**config.mk**
```make
export PLATFORM = sky130hd
export DESIGN_NAME = distance_pd_drive_top
export DESIGN_NICKNAME = d
export VERILOG_FILES = /design/src/hw/rtl/dpd_pkg.sv /design/src/hw/rtl/dpd_cfg.sv /design/src/hw/rtl/dpd_pd.sv /design/src/hw/rtl/distance_pd_drive_top.sv
export VERILOG_INCLUDE_DIRS = /design/src /design/src/hw/rtl
export SDC_FILE = /design/constraint.sdc
export NUM_CORES = 2
export LEC_CHECK = 0
export ABC_AREA = 1
export BUFFER_PORTS_ARGS = -buffer_cell sky130_fd_sc_hd__buf_2
export CAP_MARGIN = 20
export CORE_UTILIZATION = 60
export DETAILED_ROUTE_END_ITERATION = 8
export GPL_ROUTABILITY_DRIVEN = 0
export PLACE_DENSITY = 0.79
export SETUP_SLACK_MARGIN = 0.3
export SYNTH_ARGS = -nofsm -noshare
export SYNTH_HDL_FRONTEND = slang
export SYNTH_HIERARCHICAL = 1
export SYNTH_SLANG_ARGS = --single-unit
```
**constraint.sdc**
```tcl
create_clock -name clk -period 38.9 [get_ports clk]
set_input_delay 3.89 -clock clk [delete_from_list [all_inputs] [get_ports clk]]
set_output_delay 3.89 -clock clk [all_outputs]
set_load 0.005 [all_outputs]
```
**src/hw/rtl/distance_pd_drive_top_macros.svh**
```systemverilog
// Assertion helpers for the top-level RTL. Each expects clk and arst_n in scope.
`ifndef DISTANCE_PD_DRIVE_TOP_MACROS_SVH
`define DISTANCE_PD_DRIVE_TOP_MACROS_SVH

// same-cycle implication
`define DPD_ASSERT_NOW(lbl, ante, cons, msg) \
	lbl: assert property (@(posedge clk) disable iff (!arst_n) (ante) |-> (cons)) \
		else $error(msg);

// next-cycle implication
`define DPD_ASSERT_NXT(lbl, ante, cons, msg) \
	lbl: assert property (@(posedge clk) disable iff (!arst_n) (ante) |=> (cons)) \
		else $error(msg);

`endif

```
**src/hw/rtl/dpd_pkg.sv**
```systemverilog
package dpd_pkg;

	localparam int TIME_BITS_DEFAULT = 32;

	localparam int TOL_MM      = 5;
	localparam int SETTLE_MS   = 55;
	localparam int FAR_MM      = 9910;
	localparam int DEFAULT_MIN = 15;

	localparam int DIST_W  = 14;
	localparam int STAMP_W = 32;
	localparam int ERR_W   = 15;
	localparam int GAIN_W  = 10;
	localparam int SPEED_W = 7;
	localparam int POWER_W = 8;
	localparam int ADDR_W  = 5;
	localparam int DATA_W  = 32;

	localparam logic KIND_START  = 1'b0;
	localparam logic KIND_SAMPLE = 1'b1;

	localparam logic [2:0] REG_TARGET   = 3'd0;
	localparam logic [2:0] REG_FWD      = 3'd1;
	localparam logic [2:0] REG_WANT_DEC = 3'd2;
	localparam logic [2:0] REG_MAX_SPD  = 3'd3;
	localparam logic [2:0] REG_MIN_SPD  = 3'd4;
	localparam logic [2:0] REG_TIMEOUT  = 3'd5;
	localparam logic [2:0] REG_KP       = 3'd6;
	localparam logic [2:0] REG_KD       = 3'd7;

	typedef enum logic [1:0] {
		CAUSE_NONE    = 2'd0,
		CAUSE_TIMEOUT = 2'd1,
		CAUSE_FAULT   = 2'd2,
		CAUSE_SETTLED = 2'd3
	} cause_t;

	typedef struct packed {
		logic [DIST_W-1:0]  target_mm;
		logic               move_forwards;
		logic               want_decreasing;
		logic [SPEED_W-1:0] max_speed;
		logic [SPEED_W-1:0] min_speed;
		logic [STAMP_W-1:0] timeout_ms;
		logic [GAIN_W-1:0]  kp_q8;
		logic [GAIN_W-1:0]  kd_q8;
	} cfg_t;

endpackage

```
**src/hw/rtl/dpd_cfg.sv**
```systemverilog
module dpd_cfg
	import dpd_pkg::*;
(
	input  logic              clk,
	input  logic              arst_n,
	input  logic              psel,
	input  logic              penable,
	input  logic              pwrite,
	input  logic [ADDR_W-1:0] paddr,
	input  logic [DATA_W-1:0] pwdata,
	output logic [DATA_W-1:0] prdata,
	output logic              pready,
	output cfg_t              cfg
);

	cfg_t       cfg_q;
	logic       wr_en;
	logic [2:0] idx;

	assign pready = 1'b1;
	assign wr_en  = psel & penable & pwrite;
	assign idx    = paddr[ADDR_W-1:2];
	assign cfg    = cfg_q;

	always_ff @(posedge clk or negedge arst_n) begin
		if (!arst_n) begin
			cfg_q.target_mm       <= '0;
			cfg_q.move_forwards   <= 1'b1;
			cfg_q.want_decreasing <= 1'b1;
			cfg_q.max_speed       <= 7'd127;
			cfg_q.min_speed       <= '0;
			cfg_q.timeout_ms      <= 32'd3000;
			cfg_q.kp_q8           <= 10'd72;
			cfg_q.kd_q8           <= 10'd174;
		end else if (wr_en) begin
			unique case (idx)
				REG_TARGET:   cfg_q.target_mm       <= pwdata[DIST_W-1:0];
				REG_FWD:      cfg_q.move_forwards   <= pwdata[0];
				REG_WANT_DEC: cfg_q.want_decreasing <= pwdata[0];
				REG_MAX_SPD:  cfg_q.max_speed       <= pwdata[SPEED_W-1:0];
				REG_MIN_SPD:  cfg_q.min_speed       <= pwdata[SPEED_W-1:0];
				REG_TIMEOUT:  cfg_q.timeout_ms      <= pwdata[STAMP_W-1:0];
				REG_KP:       cfg_q.kp_q8           <= pwdata[GAIN_W-1:0];
				REG_KD:       cfg_q.kd_q8           <= pwdata[GAIN_W-1:0];
				default: ;
			endcase
		end
	end

	always_comb begin
		unique case (idx)
			REG_TARGET:   prdata = DATA_W'(cfg_q.target_mm);
			REG_FWD:      prdata = DATA_W'(cfg_q.move_forwards);
			REG_WANT_DEC: prdata = DATA_W'(cfg_q.want_decreasing);
			REG_MAX_SPD:  prdata = DATA_W'(cfg_q.max_speed);
			REG_MIN_SPD:  prdata = DATA_W'(cfg_q.min_speed);
			REG_TIMEOUT:  prdata = DATA_W'(cfg_q.timeout_ms);
			REG_KP:       prdata = DATA_W'(cfg_q.kp_q8);
			REG_KD:       prdata = DATA_W'(cfg_q.kd_q8);
			default:      prdata = '0;
		endcase
	end

endmodule

```
**src/hw/rtl/dpd_pd.sv**
```systemverilog
module dpd_pd
	import dpd_pkg::*;
(
	input  cfg_t                     cfg,
	input  logic signed [ERR_W-1:0]  err,
	input  logic signed [ERR_W-1:0]  last_err,
	output logic signed [POWER_W-1:0] power
);

	localparam int PW = 2 * ERR_W - 3; // 27 bits hold kp*e + kd*d

	logic signed [ERR_W:0]      deriv;
	logic signed [GAIN_W:0]     kp_s, kd_s;
	logic signed [PW-2:0]       p_term;
	logic signed [PW-2:0]       d_term;
	logic signed [PW-1:0]       p_sum, p_clip, lim;
	logic        [SPEED_W-1:0]  minv;
	logic        [ERR_W-1:0]    abs_p, floor_q8, abs_l;
	logic                       neg;
	logic        [SPEED_W-1:0]  mag;

	assign deriv  = (ERR_W+1)'(err) - (ERR_W+1)'(last_err);
	assign kp_s   = $signed({1'b0, cfg.kp_q8});
	assign kd_s   = $signed({1'b0, cfg.kd_q8});
	assign p_term = (PW-1)'(kp_s) * (PW-1)'(err);
	assign d_term = (PW-1)'(kd_s) * (PW-1)'(deriv);
	assign p_sum  = PW'(p_term) + PW'(d_term);
	assign lim    = $signed(PW'({cfg.max_speed, 8'h00}));

	always_comb begin
		if (p_sum > lim) begin
			p_clip = lim;
		end else if (p_sum < -lim) begin
			p_clip = -lim;
		end else begin
			p_clip = p_sum;
		end
	end

	assign minv     = (cfg.min_speed != '0) ? cfg.min_speed : SPEED_W'(DEFAULT_MIN);
	assign neg      = p_clip < 0;
	assign abs_p    = neg ? ERR_W'(-p_clip) : ERR_W'(p_clip);
	assign floor_q8 = {minv, 8'h00};
	// nonzero but below the floor gets lifted, may exceed max_speed
	assign abs_l    = (abs_p != '0 && abs_p < floor_q8) ? floor_q8 : abs_p;
	assign mag      = abs_l[ERR_W-1:8];

	always_comb begin
		if (neg ^ !cfg.move_forwards) begin
			power = -$signed({1'b0, mag});
		end else begin
			power = $signed({1'b0, mag});
		end
	end

endmodule

```
**src/hw/rtl/distance_pd_drive_top.sv**
```systemverilog
// Distance PD drive with settle detection.
// Input channel (in_valid/in_ready): a beat is a start command (kind 0) or a
// sensor sample (kind 1) with distance_mm, sensor_fault and now_ms.
// Output channel (out_valid/out_ready): one beat per input beat carrying
// motor_power, finished and finish_cause, in input order.
// An accepted beat is held in the input register, and out_valid rises when
// the step result is loaded into the result register. The whole
// step (timeout, fault, range, settle, PD multiply, clamp and floor) is
// evaluated from the input register into the result register.
// Throughput is one beat per cycle while out_ready is high; the loop is the
// move state (last_error, settle, run, cause), updated in the same cycle the step retires.
// If out_ready is low the result register holds, the input register fills,
// and in_ready drops only when both are occupied.
// Reset clears the move state (idle, no end cause) and loads the register
// defaults; both stages come up empty.
// Configuration goes through the APB port, one 32-bit register per word, and
// must be written by the user only while no beat is in flight (not enforced).
`include "distance_pd_drive_top_macros.svh"

module distance_pd_drive_top
	import dpd_pkg::*;
#(
	parameter int TIME_BITS = TIME_BITS_DEFAULT
) (
	input  logic                      clk,
	input  logic                      arst_n,
	input  logic                      psel,
	input  logic                      penable,
	input  logic                      pwrite,
	input  logic [ADDR_W-1:0]         paddr,
	input  logic [DATA_W-1:0]         pwdata,
	output logic [DATA_W-1:0]         prdata,
	output logic                      pready,
	input  logic                      in_valid,
	output logic                      in_ready,
	input  logic                      kind,
	input  logic [DIST_W-1:0]         distance_mm,
	input  logic                      sensor_fault,
	input  logic [STAMP_W-1:0]        now_ms,
	output logic                      out_valid,
	input  logic                      out_ready,
	output logic signed [POWER_W-1:0] motor_power,
	output logic                      finished,
	output logic [1:0]                finish_cause
);

	cfg_t cfg;

	dpd_cfg u_cfg (
		.clk     (clk),
		.arst_n  (arst_n),
		.psel    (psel),
		.penable (penable),
		.pwrite  (pwrite),
		.paddr   (paddr),
		.pwdata  (pwdata),
		.prdata  (prdata),
		.pready  (pready),
		.cfg     (cfg)
	);

	// input register
	logic               valid_s1;
	logic               kind_s1;
	logic [DIST_W-1:0]  dist_s1;
	logic               fault_s1;
	logic [STAMP_W-1:0] now_s1;
	logic               adv_s1;

	// move state
	logic signed [ERR_W-1:0] last_err_q, last_err_d;
	logic [TIME_BITS-1:0]    move_start_q, move_start_d;
	logic [TIME_BITS-1:0]    settle_start_q, settle_start_d;
	logic                    in_band_q, in_band_d;
	logic                    running_q, running_d;
	cause_t                  end_cause_q, end_cause_d;

	// result register
	logic                      out_valid_q;
	logic signed [POWER_W-1:0] power_q, power_d;
	logic                      fin_q, fin_d;
	cause_t                    cause_q, cause_d;

	assign adv_s1   = valid_s1 && (!out_valid_q || out_ready);
	assign in_ready = !valid_s1 || adv_s1;

	always_ff @(posedge clk or negedge arst_n) begin
		if (!arst_n) begin
			valid_s1 <= 1'b0;
		end else if (in_ready) begin
			valid_s1 <= in_valid;
		end
	end

	always_ff @(posedge clk) begin
		if (in_valid && in_ready) begin
			kind_s1  <= kind;
			dist_s1  <= distance_mm;
			fault_s1 <= sensor_fault;
			now_s1   <= now_ms;
		end
	end

	// step evaluation
	logic [63:0]             now_wide;
	logic [TIME_BITS-1:0]    now_t, elapsed, settle_el;
	logic                    timeout_hit, far, in_tol, settle_done;
	logic signed [ERR_W-1:0] err, dist_e, tgt_e;
	logic signed [POWER_W-1:0] pd_power;

	assign now_wide    = {32'b0, now_s1};
	assign now_t       = now_wide[TIME_BITS-1:0];
	assign elapsed     = now_t - move_start_q;
	assign settle_el   = now_t - settle_start_q;
	assign timeout_hit = 64'(elapsed) > 64'(cfg.timeout_ms);
	assign far         = dist_s1 >= DIST_W'(FAR_MM);
	assign dist_e      = $signed({1'b0, dist_s1});
	assign tgt_e       = $signed({1'b0, cfg.target_mm});
	assign err         = cfg.want_decreasing ? (dist_e - tgt_e) : (tgt_e - dist_e);
	assign in_tol      = (err <= ERR_W'(TOL_MM)) && (err >= -ERR_W'(TOL_MM));
	assign settle_done = 64'(settle_el) >= 64'(SETTLE_MS);

	dpd_pd u_pd (
		.cfg      (cfg),
		.err      (err),
		.last_err (last_err_q),
		.power    (pd_power)
	);

	always_comb begin
		last_err_d     = last_err_q;
		move_start_d   = move_start_q;
		settle_start_d = settle_start_q;
		in_band_d      = in_band_q;
		running_d      = running_q;
		end_cause_d    = end_cause_q;
		power_d        = '0;
		fin_d          = 1'b0;
		cause_d        = CAUSE_NONE;

		if (kind_s1 == KIND_START) begin
			running_d    = 1'b1;
			move_start_d = now_t;
			in_band_d    = 1'b0;
			last_err_d   = '0;
			end_cause_d  = CAUSE_NONE;
		end else if (!running_q) begin
			fin_d   = end_cause_q != CAUSE_NONE;
			cause_d = end_cause_q;
		end else if (timeout_hit || fault_s1) begin
			running_d   = 1'b0;
			end_cause_d = timeout_hit ? CAUSE_TIMEOUT : CAUSE_FAULT;
			fin_d       = 1'b1;
			cause_d     = end_cause_d;
		end else if (far) begin
			// approach at full speed, settle tracking untouched
			last_err_d = '0;
			power_d    = cfg.move_forwards ? $signed({1'b0, cfg.max_speed})
			                               : -$signed({1'b0, cfg.max_speed});
		end else if (in_tol && in_band_q && settle_done) begin
			running_d   = 1'b0;
			end_cause_d = CAUSE_SETTLED;
			fin_d       = 1'b1;
			cause_d     = CAUSE_SETTLED;
		end else begin
			if (in_tol) begin
				if (!in_band_q) begin
					settle_start_d = now_t;
					in_band_d      = 1'b1;
				end
			end else begin
				in_band_d = 1'b0;
			end
			last_err_d = err;
			power_d    = pd_power;
		end
	end

	always_ff @(posedge clk or negedge arst_n) begin
		if (!arst_n) begin
			last_err_q     <= '0;
			move_start_q   <= '0;
			settle_start_q <= '0;
			in_band_q      <= 1'b0;
			running_q      <= 1'b0;
			end_cause_q    <= CAUSE_NONE;
		end else if (adv_s1) begin
			last_err_q     <= last_err_d;
			move_start_q   <= move_start_d;
			settle_start_q <= settle_start_d;
			in_band_q      <= in_band_d;
			running_q      <= running_d;
			end_cause_q    <= end_cause_d;
		end
	end

	always_ff @(posedge clk or negedge arst_n) begin
		if (!arst_n) begin
			out_valid_q <= 1'b0;
		end else if (adv_s1) begin
			out_valid_q <= 1'b1;
		end else if (out_ready) begin
			out_valid_q <= 1'b0;
		end
	end

	always_ff @(posedge clk) begin
		if (adv_s1) begin
			power_q <= power_d;
			fin_q   <= fin_d;
			cause_q <= cause_d;
		end
	end

	assign out_valid    = out_valid_q;
	assign motor_power  = power_q;
	assign finished     = fin_q;
	assign finish_cause = cause_q;

	`DPD_ASSERT_NOW(a_fin_zero_power, out_valid_q && fin_q, power_q == '0, "finished beat with power")
	`DPD_ASSERT_NOW(a_fin_cause, out_valid_q, fin_q == (cause_q != CAUSE_NONE), "finished and cause disagree")
	`DPD_ASSERT_NOW(a_power_range, out_valid_q, power_q != -8'sd128, "power out of range")
	`DPD_ASSERT_NXT(a_start_arms, adv_s1 && kind_s1 == KIND_START, running_q && end_cause_q == CAUSE_NONE, "start did not arm")
	`DPD_ASSERT_NXT(a_end_idles, adv_s1 && fin_d && running_q, !running_q, "move end did not idle")

endmodule

```
Word level (Yosys, flattened, before mapping)
Index checks and enable logic that the tools add are counted.
Widths: inputs -> output; s select.
- bits in registers: 226
- bits of input ports: 92
- output and inout port bits: 46
- logic and storage cells: 141
- bitwise logic cells: 9
- reductions and logical operators: 31
- add/sub/neg operators: 10
- order comparisons: 9
- multiply operators: 2
- eq/ne operators: 14
- muxes and demuxes: 43
- operators by type and width (kind ; count):
    $pmux 32 s8 ; 1
    $mux 15 ; 8
    $sub 32x32->32 ; 2
    $mux 27 ; 2
    $ge 32x6->1 const B ; 1
    $gt 32x32->1 ; 1
    $mux 8 ; 4
    $sub 14x14->15 ; 2
    $add 26x26->27 ; 1
    $gt 27x16->1 ; 1
    $lt 27x1->1 const B ; 1
    $lt 27x27->1 ; 1
    $neg 15->27 ; 1
    $mul 11x15->26 ; 1
    $mul 11x16->26 ; 1
    $mux 2 ; 10
    $reduce_and 2->1 ; 9
    $mux 1 ; 17
    $neg 7->8 ; 2
    $sub 15x15->16 ; 1
    $ge 15x4->1 const B ; 1
    $le 15x4->1 const B ; 1
    $lt 15x15->1 ; 1
    $neg 15->15 ; 1
    24 further kinds ; 47

Depth between registers and ports, before layout
- depth after elaboration: 17
- mapped depth: 102
- mapped depth without buffers: 102

By module
The synthesis kept the hierarchy.
- modules (own cells, without submodules) (module ; area each (sq um) ; instances ; seq. area each (sq um) ; cells an instance):
    dpd_pd ; 15341.0 ; 1 ; 0.0 ; 2090
    distance_pd_drive_top ; 13270.2 ; 1 ; 3898.7 ; 1923
    dpd_cfg ; 3757.4 ; 1 ; 2080.7 ; 447

Worst setup path after synthesis
OpenSTA, ideal clock, no wires.
- path kind: reg-to-reg
- start: register u_cfg.cfg_q (netlist bit u_cfg/cfg[68])
- end: register power_q[4] (netlist: motor_power[4]) (data pin)
- data required time: 38.637 ns
- arrival time: 15.334 ns
- clock period less this slack: 15.597 ns
- path buffers: 0
- setup time: 0.263 ns
- stages on the path, launching flop included: 94
- setup slack: 23.303 ns
- cell sequence: dfrtp_1 -> inv_1 -> ha_1 -> inv_1 -> fa_1 -> nand2_1 -> nand2_2 -> xor2_4 -> ha_1 -> a21oi_1 -> o21ai_0 -> nand2_1 -> nand2_1 -> a21oi_1 -> or2_2 -> nand2_1 -> a21oi_1 -> or2_2 -> [58 not listed] -> nand2_1 -> nand2_1 -> nand2_1 -> inv_1 -> ha_1 -> a21oi_1 -> nor2_1 -> a211o_1 -> a21oi_4 -> nand2_4 -> o21ai_2 -> ha_1 -> nand3_1 -> nand2_1 -> xor2_1 -> inv_1 -> nand3_1 -> a21oi_1
- cells in the longest elaborated chain, start to end: 17
- elaborated cells on any way between the ends: 28
- classes of those cells: add/sub: 6; mul: 2; order compare: 6; mux: 8; bitwise: 1; reduce/logical: 5
- ends and longest elaborated chain (element ; RTL line ; RTL):
    from (decl) ; dpd_cfg.sv:16 ; cfg_t cfg_q;
    $sub 14x14->15 ; distance_pd_drive_top.sv:119 ; assign err = cfg.want_decreasing ? (dist_e - tgt_e) : (tgt_e - dist_e);
    $mux 15 * ; distance_pd_drive_top.sv:119 ;
    named net err[2] ; distance_pd_drive_top.sv:108 ; logic signed [ERR_W-1:0] err, dist_e, tgt_e;
    $sub 15x15->16 ; dpd_pd.sv:22 ; assign deriv = (ERR_W+1)'(err) - (ERR_W+1)'(last_err);
    $mul 11x16->26 ; dpd_pd.sv:26 ; assign d_term = (PW-1)'(kd_s) * (PW-1)'(deriv);
    $add 26x26->27 * ; dpd_pd.sv:27 ; assign p_sum = PW'(p_term) + PW'(d_term);
    $lt 27x27->1 ; dpd_pd.sv:33 ; end else if (p_sum < -lim) begin
    $mux 27 ; dpd_pd.sv:33 ;
    [3 not listed] ; -- ;
    $lt 15x15->1 / $reduce_bool 15->1 (equally long branches) ; dpd_pd.sv:45 ; assign abs_l = (abs_p != '0 && abs_p < floor_q8) ? floor_q8 : abs_p;
    $logic_and 1x1->1 ; dpd_pd.sv:45 ;
    $mux 15 ; dpd_pd.sv:45 ;
    $neg 7->8 ; dpd_pd.sv:50 ; power = -$signed({1'b0, mag});
    $mux 8 * ; dpd_pd.sv:49 ; if (neg ^ !cfg.move_forwards) begin
    named net pd_power[4] ; distance_pd_drive_top.sv:109 ; logic signed [POWER_W-1:0] pd_power;
    $mux 8 * ; distance_pd_drive_top.sv:160 ; end else if (in_tol && in_band_q && settle_done) begin
    $mux 8 * ; distance_pd_drive_top.sv:155 ; end else if (far) begin
    to (signal assigned) ; distance_pd_drive_top.sv:209 ; power_q <= power_d;
    to (decl) ; distance_pd_drive_top.sv:80 ; logic signed [POWER_W-1:0] power_q, power_d;
The timed path passes the listed nets; every way through them passes the cells marked *.
A chain may end at the register's enable or synchronous reset.

Final worst setup path
- start: register u_cfg.cfg_q (netlist bit u_cfg/cfg[70])
- end: register power_q[4] (netlist: motor_power[4]) (data pin)
The elaborated chain is that of the path after synthesis.

==> results_dict.tcl <==
set metrics [dict create \
    status "completed" \
    syn_nets 5158 \
    cp.required_ns 39.17 \
    numCtsBuffers 26 \
    syn_to_final_growth_pct 6.14 \
    synth_edf_count 59 \
    cts_sinks 226 \
    crit_type "reg2reg" \
    cpPeakStageDelay_ns 0.56 \
    setup_tns_ns 0 \
    rows 84 \
    dp_slack_ns 20.75 \
    cts_tree "yes" \
    async_reset_ff_share_pct 73.9 \
    path_max_fanout 18 \
    drive_gt1_share_pct 9.61 \
    grt_usage_pct 30.1 \
    hold_buffers 0 \
    endpoint "motor_power[4]$_SDFFCE_PP0P_" \
    dr.pass1.iters 6 \
    finClkSkew_ns 0.0428 \
    critPathTopFamily "adder cells" \
    synth_seq_cells 226 \
    io_buffers 134 \
    drt_iter0_markers 2058 \
    synth_area_mm2 0.0324 \
    grt_max_degree 69 \
    multiInputGateArea_mm2 0.0220 \
    hold_violations 0 \
    fill_cells 4665 \
    wl_um 80900 \
    r2r_setup_slack_ns 20.48 \
    num-nets-final 5234 \
    cts_resized 0 \
    crit_path_start "u_cfg/cfg[70]$_DFFE_PN0P_" \
    rr_startpoint "u_cfg/cfg[70]$_DFFE_PN0P_" \
    grt_pass1_wl_um 133000 \
    synth_ff_type "dfrtp_1" \
    drc 0 \
    fp.dieW_um 234 \
    clkTransAtPathRegs_ns 0.07 \
    cts_setup_buffers 0 \
    ant_nets 0 \
    clock_path_buffers 3 \
    hold_start "last_err_q[1]$_DFFE_PN0P_" \
    arrival_ns 18.69 \
    worst_slew_pin_slew_ns 0.894 \
    ys_seq_area_share_pct 18.5 \
    hold_path_class "reg2reg" \
    die_height_um 234 \
    r2r-end "motor_power[4]$_SDFFCE_PP0P_" \
    setup_slack_ns 20.48 \
    ys_types 71 \
    path_depth 93 \
    fin_crit_ns 18.42 \
    startpoint_type "flip-flop" \
    crit_slowest_cell "ha_1" \
    fmax_mhz 54.3 \
    grt-ovfl-total 0 \
    cpMostUsedCell "nand2_1" \
    antenna_found_initial 2 \
    crit_buf_inv 11 \
    synth_area_per_cell_um2 7.26 \
    start_util_pct 61.1 \
    clock_latency_ns 0.58 \
    viasPerCell 5.39 \
    dpl.hpwl_um 66600 \
    yosys_warnings 6 \
    period_share_pct 47.4 \
    regArea_mm2 0.00598 \
    cts_root_buf "clkbuf_16" \
    coreArea_mm2 0.0530 \
    syn_inst 4460 \
    vias 28300 \
    critPathCaptureType "flip-flop" \
    reg2regPathDepth 93 \
    die_area_mm2 0.0549 \
    slew_violations 0 \
    max_cap_viol_count 0 \
    io_pins 138 \
    final-setup-viol-count 0 \
    grt_pass1_vias 27000 \
    relSlewSlack_pct 40.4 \
    htreeDepth 1 \
    rsz0062_at_grt "false" \
    wl_per_cell_um 15.4 \
]
cell type report:
cell class / count / area share [%]
diodes: 2 / 0.0146
inverters: 1021 / 11.2
repair buffers: 143 / 2.33
well taps: 688 / 2.51
flip-flops and latches: 226 / 17.4
clock buffers: 39 / 2.15
multi-input cells: 3118 / 64.0
clock inverters: 9 / 0.375
per-stage QoR:
| step | hold WS [ns] | instance area [um^2] | cells | util [%] |
|---|---|---|---|---|
| finish | 0.478 | 34400 | 5246 | 64.9 |
| global route | 0.490 | 34400 | 5245 | 64.9 |
| CTS | 0.478 | 34300 | 5241 | 64.7 |
| detailed placement | 0.463 | 33400 | 5193 | 63.1 |
| global placement | 0.454 | 33400 | 5192 | 63.0 |
| floorplan | 0.442 | 32400 | 4460 | - |
how the worst min path moves through the flow:
| stage | slack [ns] | cells after the start | endpoint |
|---|---|---|---|
| floorplan | 0.44 | 2 | last_err_q[14]$_DFFE_PN0P_ |
| global placement | 0.45 | 2 | last_err_q[3]$_DFFE_PN0P_ |
| detailed placement | 0.46 | 2 | last_err_q[1]$_DFFE_PN0P_ |
| CTS | 0.48 | 2 | last_err_q[3]$_DFFE_PN0P_ |
| global route | 0.49 | 2 | last_err_q[1]$_DFFE_PN0P_ |
| finish | 0.48 | 2 | last_err_q[1]$_DFFE_PN0P_ |
synth_stat cells (59+ instances only):
cell type  number  area share, %
nand3_1       217            3.4
ha_1          292             11
o21ai_0       131            2.0
xor2_1         62            1.7
fa_1          314             19
nand2_1      1138             13
inv_1        1000             12
nor2_1        332            3.9
nand4_1        80            1.5
dfrtp_1       144             11
nand2_2        80            1.5
a21oi_1       187            2.9
edfxtp_1       59            5.5
routing by layer:
| metal | routed length (um) | track usage, % | vias to the layer above |
|---|---|---|---|
| met4 | 2160 | 7.95 | 2 |
| met1 | 35500 | 42.0 | 13200 |
| met3 | 5930 | 3.37 | 150 |
| met2 | 37300 | 49.6 | 1068 |
| li1 | - | - | 13800 |
| met5 | 13 | 0 | - |
worst register-to-register path: cells and delay by family, from the launching register on:
kind            cells  cell delay (ns)
fa+ha+maj          17             7.41
simple gates       46             6.05
compound gates     17             2.87
buf+inv            11             0.90
flops               1             0.46
xor+xnor            2             0.45
cells in the final DEF (no fill, tap or decap), types with 24 or more instances in the layout:
| master | n |
|---|---|
| nand4_1 | 80 |
| buf_2 | 133 |
| nor3_1 | 24 |
| a21oi_1 | 187 |
| ha_1 | 292 |
| xnor2_1 | 34 |
| clkbuf_16 | 26 |
| nor2_1 | 332 |
| edfxtp_1 | 59 |
| xor2_1 | 62 |
| inv_1 | 999 |
| fa_1 | 314 |
| o21ai_2 | 35 |
| nand2_2 | 81 |
| nand3_1 | 217 |
| o21ai_0 | 131 |
| nand2_1 | 1137 |
| dfrtp_1 | 144 |
flip-flops by register name, indices dropped and copies added, names as in the netlist, 2 cells and up:
register and count:
settle_start_q 32, now_s1 32, motor_power 8, last_err_q 15
dist_s1 14, move_start_q 32, u_cfg/cfg 82, finish_cause 2
end_cause_q 2
logic make-up (layout without fill, tap and decap cells):
kind of cell / Yosys count / count (layout) / synth area share, %
adders and majority gates: 606 / 606 / 30.7
xor gates and xnor gates: 98 / 98 / 2.73
buffers and inverters: 1116 / 1212 / 13.6
other: 1 / 3 / 0.0116
DFF: 226 / 226 / 18.5
AOI/OAI and AO/OA: 427 / 427 / 7.59
and+or+nand+nor: 1986 / 1986 / 26.9
Power is not shown: default switching activity piles up to over one toggle a cycle in this logic, so the estimate is an artifact.
